==> src/assert_macros.svh <==
// Assertion helper macros for the RTL of the spline basis block.
// No dependencies; included by files that carry concurrent assertions.
`ifndef ASSERT_MACROS_SVH
`define ASSERT_MACROS_SVH

// Same-cycle implication, checked outside of reset.
`define SBF_ASSERT_IMP(label, clk, rst_n, ante, cons) \
  label: assert property (@(posedge clk) disable iff (!rst_n) (ante) |-> (cons)) \
    else $error("sbf assertion failed: same-cycle implication");

// Next-cycle implication, checked outside of reset.
`define SBF_ASSERT_NXT(label, clk, rst_n, ante, cons) \
  label: assert property (@(posedge clk) disable iff (!rst_n) (ante) |=> (cons)) \
    else $error("sbf assertion failed: next-cycle implication");

`endif

==> src/sbf_pkg.sv <==
// Shared constants and types of the spline basis forward block.
// No dependencies; used by the controller, the datapath and the top level.
package sbf_pkg;

  localparam int FRAC_BITS = 16;
  localparam int MAX_DIMS  = 3;
  localparam int KS_W      = 7;
  localparam int PW        = FRAC_BITS + 1;

  localparam logic [PW-1:0]   ONE      = 17'h10000;
  localparam logic [KS_W-1:0] KS_MAX   = 7'd64;
  localparam logic [21:0]     RECIP6   = 22'd2796202;
  localparam int              RECIP_SH = 24;

  // Configuration register indexes.
  localparam logic [2:0] REG_DEGREE   = 3'd0;
  localparam logic [2:0] REG_NUM_DIMS = 3'd1;
  localparam logic [2:0] REG_KS0      = 3'd2;
  localparam logic [2:0] REG_KS1      = 3'd3;
  localparam logic [2:0] REG_KS2      = 3'd4;
  localparam logic [2:0] REG_OPEN     = 3'd5;

  // Steps of the basis piece evaluation for one dimension.
  localparam logic [1:0] STEP_SQ  = 2'd0;
  localparam logic [1:0] STEP_NUM = 2'd1;
  localparam logic [1:0] STEP_REC = 2'd2;
  localparam logic [1:0] STEP_FIX = 2'd3;

  typedef struct packed {
    logic [1:0]                 deg;
    logic [1:0]                 dims;
    logic [2:0][KS_W-1:0]       ks;
    logic [2:0]                 open_m;
  } cfg_t;

  typedef struct packed {
    logic       capture;
    logic       scale;
    logic       piece;
    logic [1:0] step;
    logic [1:0] dim;
    logic       issue;
    logic [1:0] k0;
    logic [1:0] k1;
    logic [1:0] k2;
    logic       last;
  } cmd_t;

  typedef struct packed {
    logic adv;
    logic empty;
  } stat_t;

endpackage

==> src/sbf_ctrl.sv <==
// Controller of the spline basis block: sequences scaling, piece evaluation
// and result issue. Depends on sbf_pkg.
module sbf_ctrl (
  input  logic          clk,
  input  logic          rst_n,
  input  sbf_pkg::cfg_t cfg,
  input  logic          in_valid,
  output logic          in_stall,
  input  sbf_pkg::stat_t stat,
  output sbf_pkg::cmd_t cmd
);

  localparam logic [2:0] ST_IDLE  = 3'd0;
  localparam logic [2:0] ST_SCALE = 3'd1;
  localparam logic [2:0] ST_PIECE = 3'd2;
  localparam logic [2:0] ST_EMIT  = 3'd3;
  localparam logic [2:0] ST_DRAIN = 3'd4;

  logic [2:0] state_r, state_nxt;
  logic [1:0] step_r, step_nxt;
  logic [1:0] dim_r, dim_nxt;
  logic [1:0] k0_r, k0_nxt, k1_r, k1_nxt, k2_r, k2_nxt;
  logic [1:0] max0, max1, max2;
  logic       last;

  assign max0 = cfg.deg;
  assign max1 = (cfg.dims >= 2'd2) ? cfg.deg : 2'd0;
  assign max2 = (cfg.dims == 2'd3) ? cfg.deg : 2'd0;
  assign last = (k0_r == max0) && (k1_r == max1) && (k2_r == max2);

  assign in_stall = (state_r != ST_IDLE);

  always_comb begin
    state_nxt   = state_r;
    step_nxt    = step_r;
    dim_nxt     = dim_r;
    k0_nxt      = k0_r;
    k1_nxt      = k1_r;
    k2_nxt      = k2_r;
    cmd         = '0;
    cmd.step    = step_r;
    cmd.dim     = dim_r;
    cmd.k0      = k0_r;
    cmd.k1      = k1_r;
    cmd.k2      = k2_r;
    cmd.last    = last;
    case (state_r)
      ST_IDLE: begin
        cmd.capture = in_valid;
        if (in_valid) begin
          state_nxt = ST_SCALE;
        end
      end
      ST_SCALE: begin
        cmd.scale = 1'b1;
        state_nxt = ST_PIECE;
        step_nxt  = sbf_pkg::STEP_SQ;
        dim_nxt   = 2'd0;
      end
      ST_PIECE: begin
        cmd.piece = 1'b1;
        step_nxt  = step_r + 2'd1;
        if (step_r == sbf_pkg::STEP_FIX) begin
          if (dim_r == 2'(sbf_pkg::MAX_DIMS - 1)) begin
            state_nxt = ST_EMIT;
            k0_nxt    = 2'd0;
            k1_nxt    = 2'd0;
            k2_nxt    = 2'd0;
          end else begin
            dim_nxt = dim_r + 2'd1;
          end
        end
      end
      ST_EMIT: begin
        if (stat.adv) begin
          cmd.issue = 1'b1;
          if (last) begin
            state_nxt = ST_DRAIN;
          end else if (k0_r != max0) begin
            k0_nxt = k0_r + 2'd1;
          end else if (k1_r != max1) begin
            k0_nxt = 2'd0;
            k1_nxt = k1_r + 2'd1;
          end else begin
            k0_nxt = 2'd0;
            k1_nxt = 2'd0;
            k2_nxt = k2_r + 2'd1;
          end
        end
      end
      ST_DRAIN: begin
        if (stat.empty) begin
          state_nxt = ST_IDLE;
        end
      end
      default: begin
        state_nxt = ST_IDLE;
      end
    endcase
  end

  always_ff @(posedge clk) begin
    if (!rst_n) begin
      state_r <= ST_IDLE;
      step_r  <= 2'd0;
      dim_r   <= 2'd0;
      k0_r    <= 2'd0;
      k1_r    <= 2'd0;
      k2_r    <= 2'd0;
    end else begin
      state_r <= state_nxt;
      step_r  <= step_nxt;
      dim_r   <= dim_nxt;
      k0_r    <= k0_nxt;
      k1_r    <= k1_nxt;
      k2_r    <= k2_nxt;
    end
  end

endmodule

==> config.mk <==
export PLATFORM = sky130hd
export DESIGN_NAME = sbf_ctrl
export DESIGN_NICKNAME = d
export VERILOG_FILES = /design/src/assert_macros.svh /design/src/sbf_pkg.sv /design/src/sbf_ctrl.sv
export SDC_FILE = /design/constraint.sdc
export NUM_CORES = 1
export LEC_CHECK = 0
export BUFFER_PORTS_ARGS = -buffer_cell sky130_fd_sc_hd__buf_2
export CAP_MARGIN = 5
export CORE_MARGIN = 2
export CORE_UTILIZATION = 45
export CTS_CLUSTER_SIZE = 40
export DETAILED_ROUTE_END_ITERATION = 12
export PLACE_DENSITY = 0.79
export SYNTH_ARGS = -nofsm -noshare
export SYNTH_HDL_FRONTEND = slang
export SYNTH_SLANG_ARGS = --single-unit
==> constraint.sdc <==
create_clock -name clk -period 1.9 [get_ports clk]
set_input_delay 0.095 -clock clk [delete_from_list [all_inputs] [get_ports clk]]
set_output_delay 0.095 -clock clk [all_outputs]
set_load 0.1 [all_outputs]
==> results.md, run 1 <==
* Number of max-cap violations at 0
* Layout fillers at 188
* Total wire length at 2.49 mm
* Vias at 1047
* Register area share after synthesis at 26.7%
* CORE AREA at between 0.002 and 0.0025 sq mm
* Die ar. at 0.00255 sq mm
* Post-synth ARST share at 0%
* Worst slack, placed at 0.210 ns
* Worst Tran Pin Value at 0.489 ns
* CP Launch Type: flip-flop
* GR Util All Layers at between 20 and 25%
* Final setup vio count at 0
* Count of pins over their slew limit at 0
* Switching share of power at between 30 and 40%
* Num CTS Buffers at 3
* Clk pin slew, worst setup/hold paths at 0.08 ns
* Post-route setup slack at 0.108 ns
* Pin count of the biggest net entering global routing at 12
* Share of layout cells above drive strength 1 at 36.5%
* RSZ-0062 raised after global routing: no
* Clock Sink Count at 13
* Power per Cell Area at 546 mW/mm^2
* Slew HR at 67.6%
* Peak VDD IR at around 0.46 mV
* Internal cell power at 413 uW
* Ant diodes at 0
* Syn_nets at between 150 and 200
* FP Rows at 16
* Commonest cells in the netlist: 13 x dfxtp_1, 10 x nand2_1, 9 x nor2_1
* Placed Area at 0.00119 sq mm
* Crit path DAT at 1.70 ns
* RePlAce Congestion at 0.789
* Clock buffer depth at 2
* Top-area cell type share of the netlist area at 26.7%
* Post-synth top area cell: dfxtp_1
* Global-route wire length before repair at 4.34 mm
* Critical path peak fanout at 3
* Vias in the first global route at between 900 and 1000
* CP required at roughly 1.8 ns
* Area of the multi-input gates at between 600 and 700 sq um
* Clock Latency Late Sink at 0.28 ns
* TritonCTS clock tree: done
* Top post-synthesis cells by area: dfxtp_1 27%, nand2_1 3.9%, xor2_1 3.6%, nor2_1 3.5%, and3_1 3.2%
* Clock power share at 26.1%
* ANT nets after route at 0
* Final Critical Period at 1.79 ns
* Gate Count Post-Synth at 119
* Final Hold Viols at 0
* DRT Pass-1 Iters at 4
* Clock root cell: clkbuf_4
* Die W at 50.5 um
* Hold_buf cts at 0
* F_max at 558 MHz
* Comb power frac at a little under a third
* Ys Warns at 0
* Count leader, synth: dfxtp_1
* Leak at 0.521 nW
* Hpwl dp at 1.85 mm
* Antenna violations before repair at 0
* Crit. End Element: output port
* Synthesized area at 975 sq um
* P&R area growth vs syn at 27.2%
* Fin crit share at 94.3%
* I/O pin cnt at between 40 and 50
* DRC violations left at 0
* Post-route clock skew at 0.00157 ns
* Avg Inst Size Synth at 8.19 sq um
* Outcome: finished clean
* Type of the worst setup path: reg2out
* Nets@finish at ~180
* EDFF count, synth at 0
* Grt ovf at 0
* Sequential Area at ~280 sq um
* Vias per cell at 5.98
* Top FF cell, synth: dfxtp_1
* Sequential power share at about 42%
* H-Tree Depth at 1
* Die height at between 50 and 60 um
* Power Total at 677 uW
* P_sw at 264 uW
* Flops & latches, synth at 13
* Number of library cell types mapped by synthesis at 49
* Number of DRC markers in iteration 0 at 9
* Worst hold path class: in2reg
* PortBufs at 24
* Starting density of the core at 48.7%
* Design area at about 0.0012 sq mm
* DR WL/cell at 14.3 um
==> per-stage QoR <==
stage | TNS [ns] | utilization (%) | hold WS (ns) | instances
3_5_place_dp | 0 | 59.6 | 0.371 | 169
2_1_floorplan | -0.969 | - | 0.248 | 119
5_1_grt | 0 | 61.9 | 0.0990 | 175
4_1_cts | 0 | 60.9 | 0.0717 | 173
3_3_place_gp | 0 | 59.6 | 0.365 | 169
6_report | 0 | 61.9 | 0.0794 | 175
==> power by group through the flow <==
stage | clock (mW) | combinational (mW) | sequential (mW)
3_3_place_gp | 0 | 0.207 | 0.291
4_1_cts | 0.184 | 0.212 | 0.285
6_report | 0.177 | 0.215 | 0.285
2_1_floorplan | 0 | 0.153 | 0.308
5_1_grt | 0.201 | 0.228 | 0.287
3_5_place_dp | 0 | 0.212 | 0.292
==> sequential cells by signal, summed over array words and instances (netlist names) <==
register / flops
dim_r: 2
k0_r: 2
k1_r: 2
k2_r: 2
state_r: 3
step_r: 2
==> kinds of logic (layout without fill, tap and decap cells) <==
| family | count (synthesis) | after routing | share of synthesized area [%] |
|---|---|---|---|
| adders and majority gates | 2 | 2 | 2.57 |
| DFF | 13 | 13 | 26.7 |
| AOI/OAI and AO/OA | 35 | 35 | 28.8 |
| and+or+nand+nor | 53 | 53 | 33.4 |
| buffers and inverters | 12 | 41 | 5.01 |
| xor gates and xnor gates | 4 | 4 | 3.59 |
==> path summary, 6_finish.rpt <==
| check | endpoint | depth (start not counted) | slack (ns) | from |
|---|---|---|---|---|
| worst min register to register | k0_r[0]$_SDFFE_PN0P_ | 1 | 0.52 | k0_r[0]$_SDFFE_PN0P_ |
| worst max register to register | k1_r[1]$_SDFFE_PN0P_ | 7 | 0.18 | dim_r[0]$_SDFFE_PN0P_ |
| worst min-delay path | state_r[2]$_SDFFE_PN0P_ | 3 | 0.08 | stat[0] |
| worst max-delay path | cmd[0] | 6 | 0.11 | k0_r[1]$_SDFFE_PN0P_ |
==> area by class of cell <==
class | count | area share [%]
Multi-Input combinational cell | 94 | 55.6
Sequential cell | 13 | 22.7
Timing Repair Buffer | 30 | 14.5
Tap cell | 27 | 2.72
Inverter | 7 | 2.32
Clock buffer | 4 | 2.12
==> worst max-delay path, cell delays in order, from the launching register on <==
cell and delay [ns]:
dfxtp_2 0.34, xor2_1 0.18, or2_2 0.34, a21oi_4 0.15, nand2_1 0.11, inv_1 0.11
buf_12 0.18
==> metal layers <==
| layer | part of all wire (%) | GRT usage, % | vias up | wire length [um] |
|---|---|---|---|---|
| met5 | 0 | 0 | - | 0 |
| met4 | 1.4 | 7.21 | 0 | 34 |
| met3 | 4.9 | 5.95 | 4 | 122 |
| met2 | 50 | 38.2 | 27 | 1250 |
| met1 | 43 | 26.9 | 505 | 1080 |
| li1 | - | - | 511 | - |
==> placed cells by master (no fill, tap or decap), types with 2 or more instances in the layout <==
master and instances:
buf_2 23, nand2_1 10, nor2_1 9, inv_1 6, buf_4 6, nand3_1 5
and3_1 5, o21ai_0 5, dfxtp_2 5, xor2_1 4, a21oi_1 4, dfxtp_4 4
dfxtp_1 4, nand4b_1 3, a22oi_1 3, o21a_1 3, clkbuf_4 3, nand2b_1 2
o22a_1 2, and3b_1 2, nand3b_1 2, nor3b_1 2, ha_1 2
==> timing repair <==
action | in CTS | in global routing
resized for setup | 0 | 1
endpoints found under the setup margin | 0 | 1
setup buffers | 0 | 2
Power figures use the tool's default switching activity.
==> inputs of run 2 (changes only) <==
--- a/config.mk
+++ b/config.mk
@@ -12,6 +12,7 @@
 export CTS_CLUSTER_SIZE = 40
 export DETAILED_ROUTE_END_ITERATION = 12
 export PLACE_DENSITY = 0.79
+export SETUP_SLACK_MARGIN = 0.4
 export SYNTH_ARGS = -nofsm -noshare
 export SYNTH_HDL_FRONTEND = slang
 export SYNTH_SLANG_ARGS = --single-unit
==> run 2 against run 1 <==
Die area unchanged. First-iteration DRC count increased to 4.1 times the previous value. Design area rose by 18%. Critical path type unchanged.
==> results.md, run 2 (same netlist as run 1, synthesis figures left out) <==
* Outcome: finished clean
* Layout fillers at 157 (-16%)
* Worst hold path class: in2reg
* Ant diodes at 0 (unchanged)
* Placed Area at 0.00124 sq mm (+4.2%)
* Die height at 50.5 um (unchanged)
* Vias at 1069 (+2.1%)
* Fin crit share at 87.3% (-7.0 points)
* Number of max-cap violations at 0 (unchanged)
* Die ar. at 0.00255 sq mm (unchanged)
* Antenna violations before repair at 0 (unchanged)
* Die W at 50.5 um (unchanged)
* Sequential Area at 307 sq um (+8.9%)
* Leak at 0.571 nW (+9.5%)
* FP Rows at 16 (unchanged)
* Share of layout cells above drive strength 1 at 53.6% (+17 points)
* GR peak layer: met2
* Commonest non-fill, non-tap cell in the layout: buf_2
* Register with the most flip-flops: state_r
* Global-route wire length before repair at 4.42 mm (+1.8%)
* F_max at 603 MHz (+8.0%)
* TritonCTS clock tree: done
* Core Util, Final at 73.0% (+11 points)
* Crit path DAT at 1.56 ns (-0.14 ns)
* Total wire length at 2.73 mm (+9.3%)
* DR WL/cell at 15.1 um (+6.3%)
* Crit-path max cell delay at 0.37 ns (+0.03 ns)
* Clock buffer depth at 2 (unchanged)
* RSZ-0062 raised after global routing: yes
* Final setup vio count at 0 (unchanged)
* Clock Latency Late Sink at 0.29 ns (about the same)
* Num CTS Buffers at 3 (unchanged)
* PortBufs at 24 (unchanged)
* DRT Pass-1 Iters at 4 (unchanged)
* Nets@finish at 189 (+2.7%)
* Max FFs per register at 3 (unchanged)
* Clock Sink Count at 13 (unchanged)
* Worst-path cell chain: nor4bb_4 -> a2bb2oi_2 -> a21oi_4 -> nand2_2 -> inv_2 -> buf_12
* Power per Cell Area at 481 mW/mm^2 (-12%)
* Pin count of the biggest net entering global routing at 12 (unchanged)
* M1 GR Usage at 29.2% (+2.3 points)
* Count of pins over their slew limit at 0 (unchanged)
* Final Hold Viols at 0 (unchanged)
* Crit. End Element: output port
* Vias per cell at 5.94 (-0.73%)
* Hpwl dp at 1.74 mm (-5.7%)
* I/O pin cnt at 49 (unchanged)
* GR Util All Layers at 22.9% (+0.59 points)
* Number of DRC markers in iteration 0 at 37 (+28)
* M3 GR Usage at 5.65% (-0.30 points)
* Post-route clock skew at 0.0103 ns (+0.00873 ns)
* Grt ovf at 0 (unchanged)
* Clk pin slew, worst setup/hold paths at 0.09 ns (about the same)
* CP top delay family: flip-flops
* Setup_tns at 0 ns (unchanged)
* H-Tree Depth at 1 (unchanged)
* Final Critical Period at 1.66 ns (-0.132 ns)
* Type of the worst setup path: reg2out
* CORE AREA at 0.00200 sq mm (unchanged)
* M2 GR Usage at 35.1% (-3.1 points)
* Worst Tran Pin Value at 0.486 ns (-0.00318 ns)
* P&R area growth vs syn at 49.9%
* RePlAce Congestion at 0.825 (+4.7%)
* CP Launch Type: flip-flop
* DRC violations left at 0 (unchanged)
* ANT nets after route at 0 (unchanged)
* Starting density of the core at 48.7% (unchanged)
* Hold_buf cts at 0 (unchanged)
* Slew HR at 67.8% (+0.21 points)
* CP required at 1.80 ns (about the same)
* Vias in the first global route at 1015 (+3.0%)
* Area of the multi-input gates at 798 sq um (+16%)
* Critical path peak fanout at 5 (+2)
* Most frequent cells in the layout: 18 x buf_2, 12 x dfxtp_4, 11 x buf_4, 8 x nor2_1, 7 x nand2_1
* CP max stage cell: dfxtp_4
* Buf/Inv on CP at 2 (unchanged)
* Design area at 0.00146 sq mm (+18%)
* Peak VDD IR at 0.377 mV (-18%)
* Clock root cell: clkbuf_4
[run 2: cell count changes in the layout (fill, tap and decap cells not counted), moves of 3 or more]
cell and delta:
dfxtp_2 -4, buf_6 +3, xor2_2 +3, buf_2 -5, nand2_2 +3, dfxtp_4 +8, xor2_1 -3, nand2_1 -3
buf_4 +5, dfxtp_1 -4
[run 2: final cells by class]
type	instances	area share, %
multi-input combinational	94	54.6
inverter	7	1.97
timing repair buffer	35	18.2
tap	27	2.31
clock inverter	1	0.342
clock buffer	3	1.54
sequential	13	21.0
[run 2: worst paths after layout]
path         slack, ns                 endpoint  depth (start not counted)               startpoint
max               0.24                   cmd[0]                          6     k1_r[1]$_SDFFE_PN0P_
min               0.06  state_r[2]$_SDFFE_PN0P_                          3                  stat[0]
max reg2reg       0.34     k1_r[1]$_SDFFE_PN0P_                          6   step_r[0]$_SDFFE_PN0N_
min reg2reg       0.55  state_r[0]$_SDFFE_PN0P_                          1  state_r[0]$_SDFFE_PN0P_
[run 2: what timing repair did]
action | 4_1_cts | 5_1_grt
setup endpoints to repair | 10 | 13
buffers inserted | 8 | 0
gates resized for setup | 26 | 10
pin swaps | 9 | 1
[run 2: per-layer routing]
layer | up-vias | share of wire, %
met2 | 38 | 50
met4 | 0 | 2.3
met1 | 506 | 41
met3 | 7 | 5.6
li1 | 518 | -
met5 | - | 0
[run 2: report_power, final]
group,switching (mW),internal [mW],leakage (nW)
registers,0.0120,0.265,0.115
clock network,0.0980,0.0784,0.0177
logic,0.170,0.0798,0.438
total,0.280,0.423,0.571
[run 2: metrics by stage]
stage	cells	power, mW	setup WS, ns	hold slack, ns
floorplan	119	0.457	-0.179	0.248
global placement	168	0.491	0.262	0.369
detailed placement	168	0.494	0.234	0.379
CTS	180	0.695	0.260	0.0501
global route	180	0.733	0.154	0.0496
finish	180	0.703	0.241	0.0572
[run 2: worst min-delay path, delay by kind of cell]
kind	cells	cell delay [ns]
AO/OA/AOI/OAI	1	0.06
buffers and inverters	1	0.07
AND/OR/NAND/NOR	1	0.09
==> inputs of run 3 (changes only) <==
==> constraint.sdc (replaced) <==
create_clock -name clk -period 1.9 [get_ports clk]
set_input_delay 0.095 -clock clk [delete_from_list [all_inputs] [get_ports clk]]
set_output_delay 0.095 -clock clk [all_outputs]
set_load 0.02 [all_outputs]
==> run 3 against run 2 <==
Clock skew fell by 0.0025 ns. Die area unchanged. Maximum frequency increased by 4.0%. Worst hold slack better by 0.040 ns. Critical path type unchanged. First-iteration DRC count decreased by 24%. Cell count is 4.4% higher.
==> results.md, run 3 (same netlist as run 1, synthesis figures left out) <==
* M3 GR Usage at 4.17% (-1.5 points)
* Critical path peak fanout at 3 (-2)
* Antenna violations before repair at 0 (unchanged)
* Comb power frac at 24.9% (-11 points)
* Num CTS Buffers at 3 (unchanged)
* Max FFs per register at 3 (unchanged)
* Total wire length at 3.09 mm (+13%)
* Register-to-register setup slack at 0.32 ns (-0.02 ns)
* Pin count of the biggest net entering global routing at 12 (unchanged)
* Outcome: finished clean
* Final Critical Period at 1.60 ns (-0.0632 ns)
* M2 GR Usage at 39.5% (+4.4 points)
* GR peak layer: met2
* Vias per cell at 6.01 (+1.2%)
* DRT Pass-1 Iters at 4 (unchanged)
* Post-route clock skew at 0.00779 ns (-0.00252 ns)
* Setup_tns at 0 ns (unchanged)
* Reg2reg start: step_r[1]$_SDFFE_PN0N_
* Clock Latency Late Sink at 0.29 ns (about the same)
* Count of pins over their slew limit at 0 (unchanged)
* Hpwl dp at 1.84 mm (+5.5%)
* P&R area growth vs syn at 51.6%
* Clock Sink Count at 13 (unchanged)
* Power Total at 619 uW (-12%)
* Clock root cell: clkbuf_4
* Switching share of power at 33.3% (-6.5 points)
* Commonest non-fill, non-tap cell in the layout: buf_2
* ANT nets after route at 0 (unchanged)
* Leak at 0.598 nW (+4.8%)
* TritonCTS clock tree: done
* Die W at 50.5 um (unchanged)
* Final Hold Viols at 0 (unchanged)
* CP required at 1.80 ns (about the same)
* Crit-path max cell delay at 0.35 ns (-0.02 ns)
* Register with the most flip-flops: state_r
* Most frequent cells in the layout: 23 x buf_2, 17 x buf_4, 8 x nor2_1, 7 x dfxtp_4
* Global-route wire length before repair at 4.68 mm (+5.9%)
* FP Rows at 16 (unchanged)
* Min-delay src: stat[0]
* Vias in the first global route at 1028 (+1.3%)
* GR Util All Layers at 24.1% (+1.3 points)
* Crit. End Element: output port
* I/O pin cnt at 49 (unchanged)
* Share of layout cells above drive strength 1 at 55.9% (+2.3 points)
* CORE AREA at 0.00200 sq mm (unchanged)
* CP Launch Type: flip-flop
* Ant diodes at 0 (unchanged)
* Fin crit share at 84.0% (-3.3 points)
* Peak VDD IR at 0.294 mV (-22%)
* Number of max-cap violations at 0 (unchanged)
* Starting density of the core at 48.7% (unchanged)
* PortBufs at 24 (unchanged)
* RePlAce Congestion at 0.804 (-2.5%)
* Origin of the worst setup path: k0_r[1]$_SDFFE_PN0P_
* DRC violations left at 0 (unchanged)
* Worst hold path class: in2reg
* F_max at 626 MHz (+4.0%)
* Slew HR at 71.0% (+3.1 points)
* Number of DRC markers in iteration 0 at 28 (-24%)
* Grt ovf at 0 (unchanged)
* Vias at 1130 (+5.7%)
* Sequential power share at 45.8% (+6.4 points)
* Type of the worst setup path: reg2out
* P_sw at 206 uW (-26%)
* Die height at 50.5 um (unchanged)
* M1 GR Usage at 31.5% (+2.3 points)
* Nets@finish at 197 (+4.2%)
* Crit path DAT at 1.50 ns (-0.06 ns)
* H-Tree Depth at 1 (unchanged)
* Worst-path cell chain: xor2_2 -> or2_4 -> a21oi_4 -> nand2_2 -> inv_2 -> buf_6
* Clock buffer depth at 2 (unchanged)
* Final setup vio count at 0 (unchanged)
* CP max stage cell: dfxtp_2
* DR WL/cell at 16.5 um (+8.7%)
* Power per Cell Area at 419 mW/mm^2 (-13%)
* CP top delay family: simple AND/OR/NAND/NOR gates
* Worst Tran Pin Value at 0.424 ns (-0.0613 ns)
* RSZ-0062 raised after global routing: yes
* Clk pin slew, worst setup/hold paths at 0.09 ns (about the same)
* Buf/Inv on CP at 2 (unchanged)
* Internal cell power at 413 uW (-2.4%)
* Clock power share at 29.3% (+4.2 points)
* Die ar. at 0.00255 sq mm (unchanged)
[run 3: cell count changes in the layout (fill, tap and decap cells not counted), moves of 3 or more]
cell / previous run / this run
buf_12: 3 / 0
dfxtp_2: 1 / 6
buf_2: 18 / 23
dfxtp_4: 12 / 7
buf_4: 11 / 17
[run 3: tightest hold or removal path, stage by stage]
cell,delay [ns]
buf_2,0.09
nand4b_1,0.11
o21ai_1,0.06
[run 3: worst paths after layout]
check / cells after the start / end
max reg2reg: 6 / k1_r[1]$_SDFFE_PN0P_
min reg2reg: 2 / k2_r[0]$_SDFFE_PN0P_
min: 3 / state_r[2]$_SDFFE_PN0P_
max: 6 / cmd[0]
[run 3: routing by layer]
| metal | vias up | wire (um) |
|---|---|---|
| li1 | 537 | - |
| met1 | 546 | 1410 |
| met2 | 41 | 1480 |
| met3 | 6 | 162 |
| met4 | 0 | 42 |
| met5 | - | 0 |
[run 3: layout make-up]
type	count	area, sq um
Multi-Input combinational cell	94	821
Fill cell	151	524
Tap cell	27	33.8
Inverter	7	26.3
Timing Repair Buffer	43	277
Clock buffer	4	26.3
Sequential cell	13	294
[run 3: per-stage QoR]
step	util [%]	hold WS [ns]	cells	setup WS, ns	area [sq um]
after detailed placement	59.8	0.381	169	0.320	1200
after floorplan	-	0.248	119	0.275	1040
after global placement	59.8	0.373	169	0.342	1200
final	73.8	0.0972	188	0.304	1480
after CTS	67.1	0.0684	182	0.347	1340
after global routing	73.8	0.115	188	0.239	1480
[run 3: timing repair]
action | in CTS | in global routing
hold buffers | 0 | 0
resized for setup | 20 | 17
hold endpoints to repair | 0 | 0
setup buffers | 9 | 6
pin swaps | 9 | 12
endpoints found under the setup margin | 6 | 10
[run 3: power groups by stage]
stage	combinational [mW]	clock (mW)	sequential (mW)
finish	0.154	0.182	0.283
global route	0.166	0.200	0.285
CTS	0.139	0.185	0.284
detailed placement	0.128	0	0.293
global placement	0.124	0	0.293
floorplan	0.0871	0	0.293
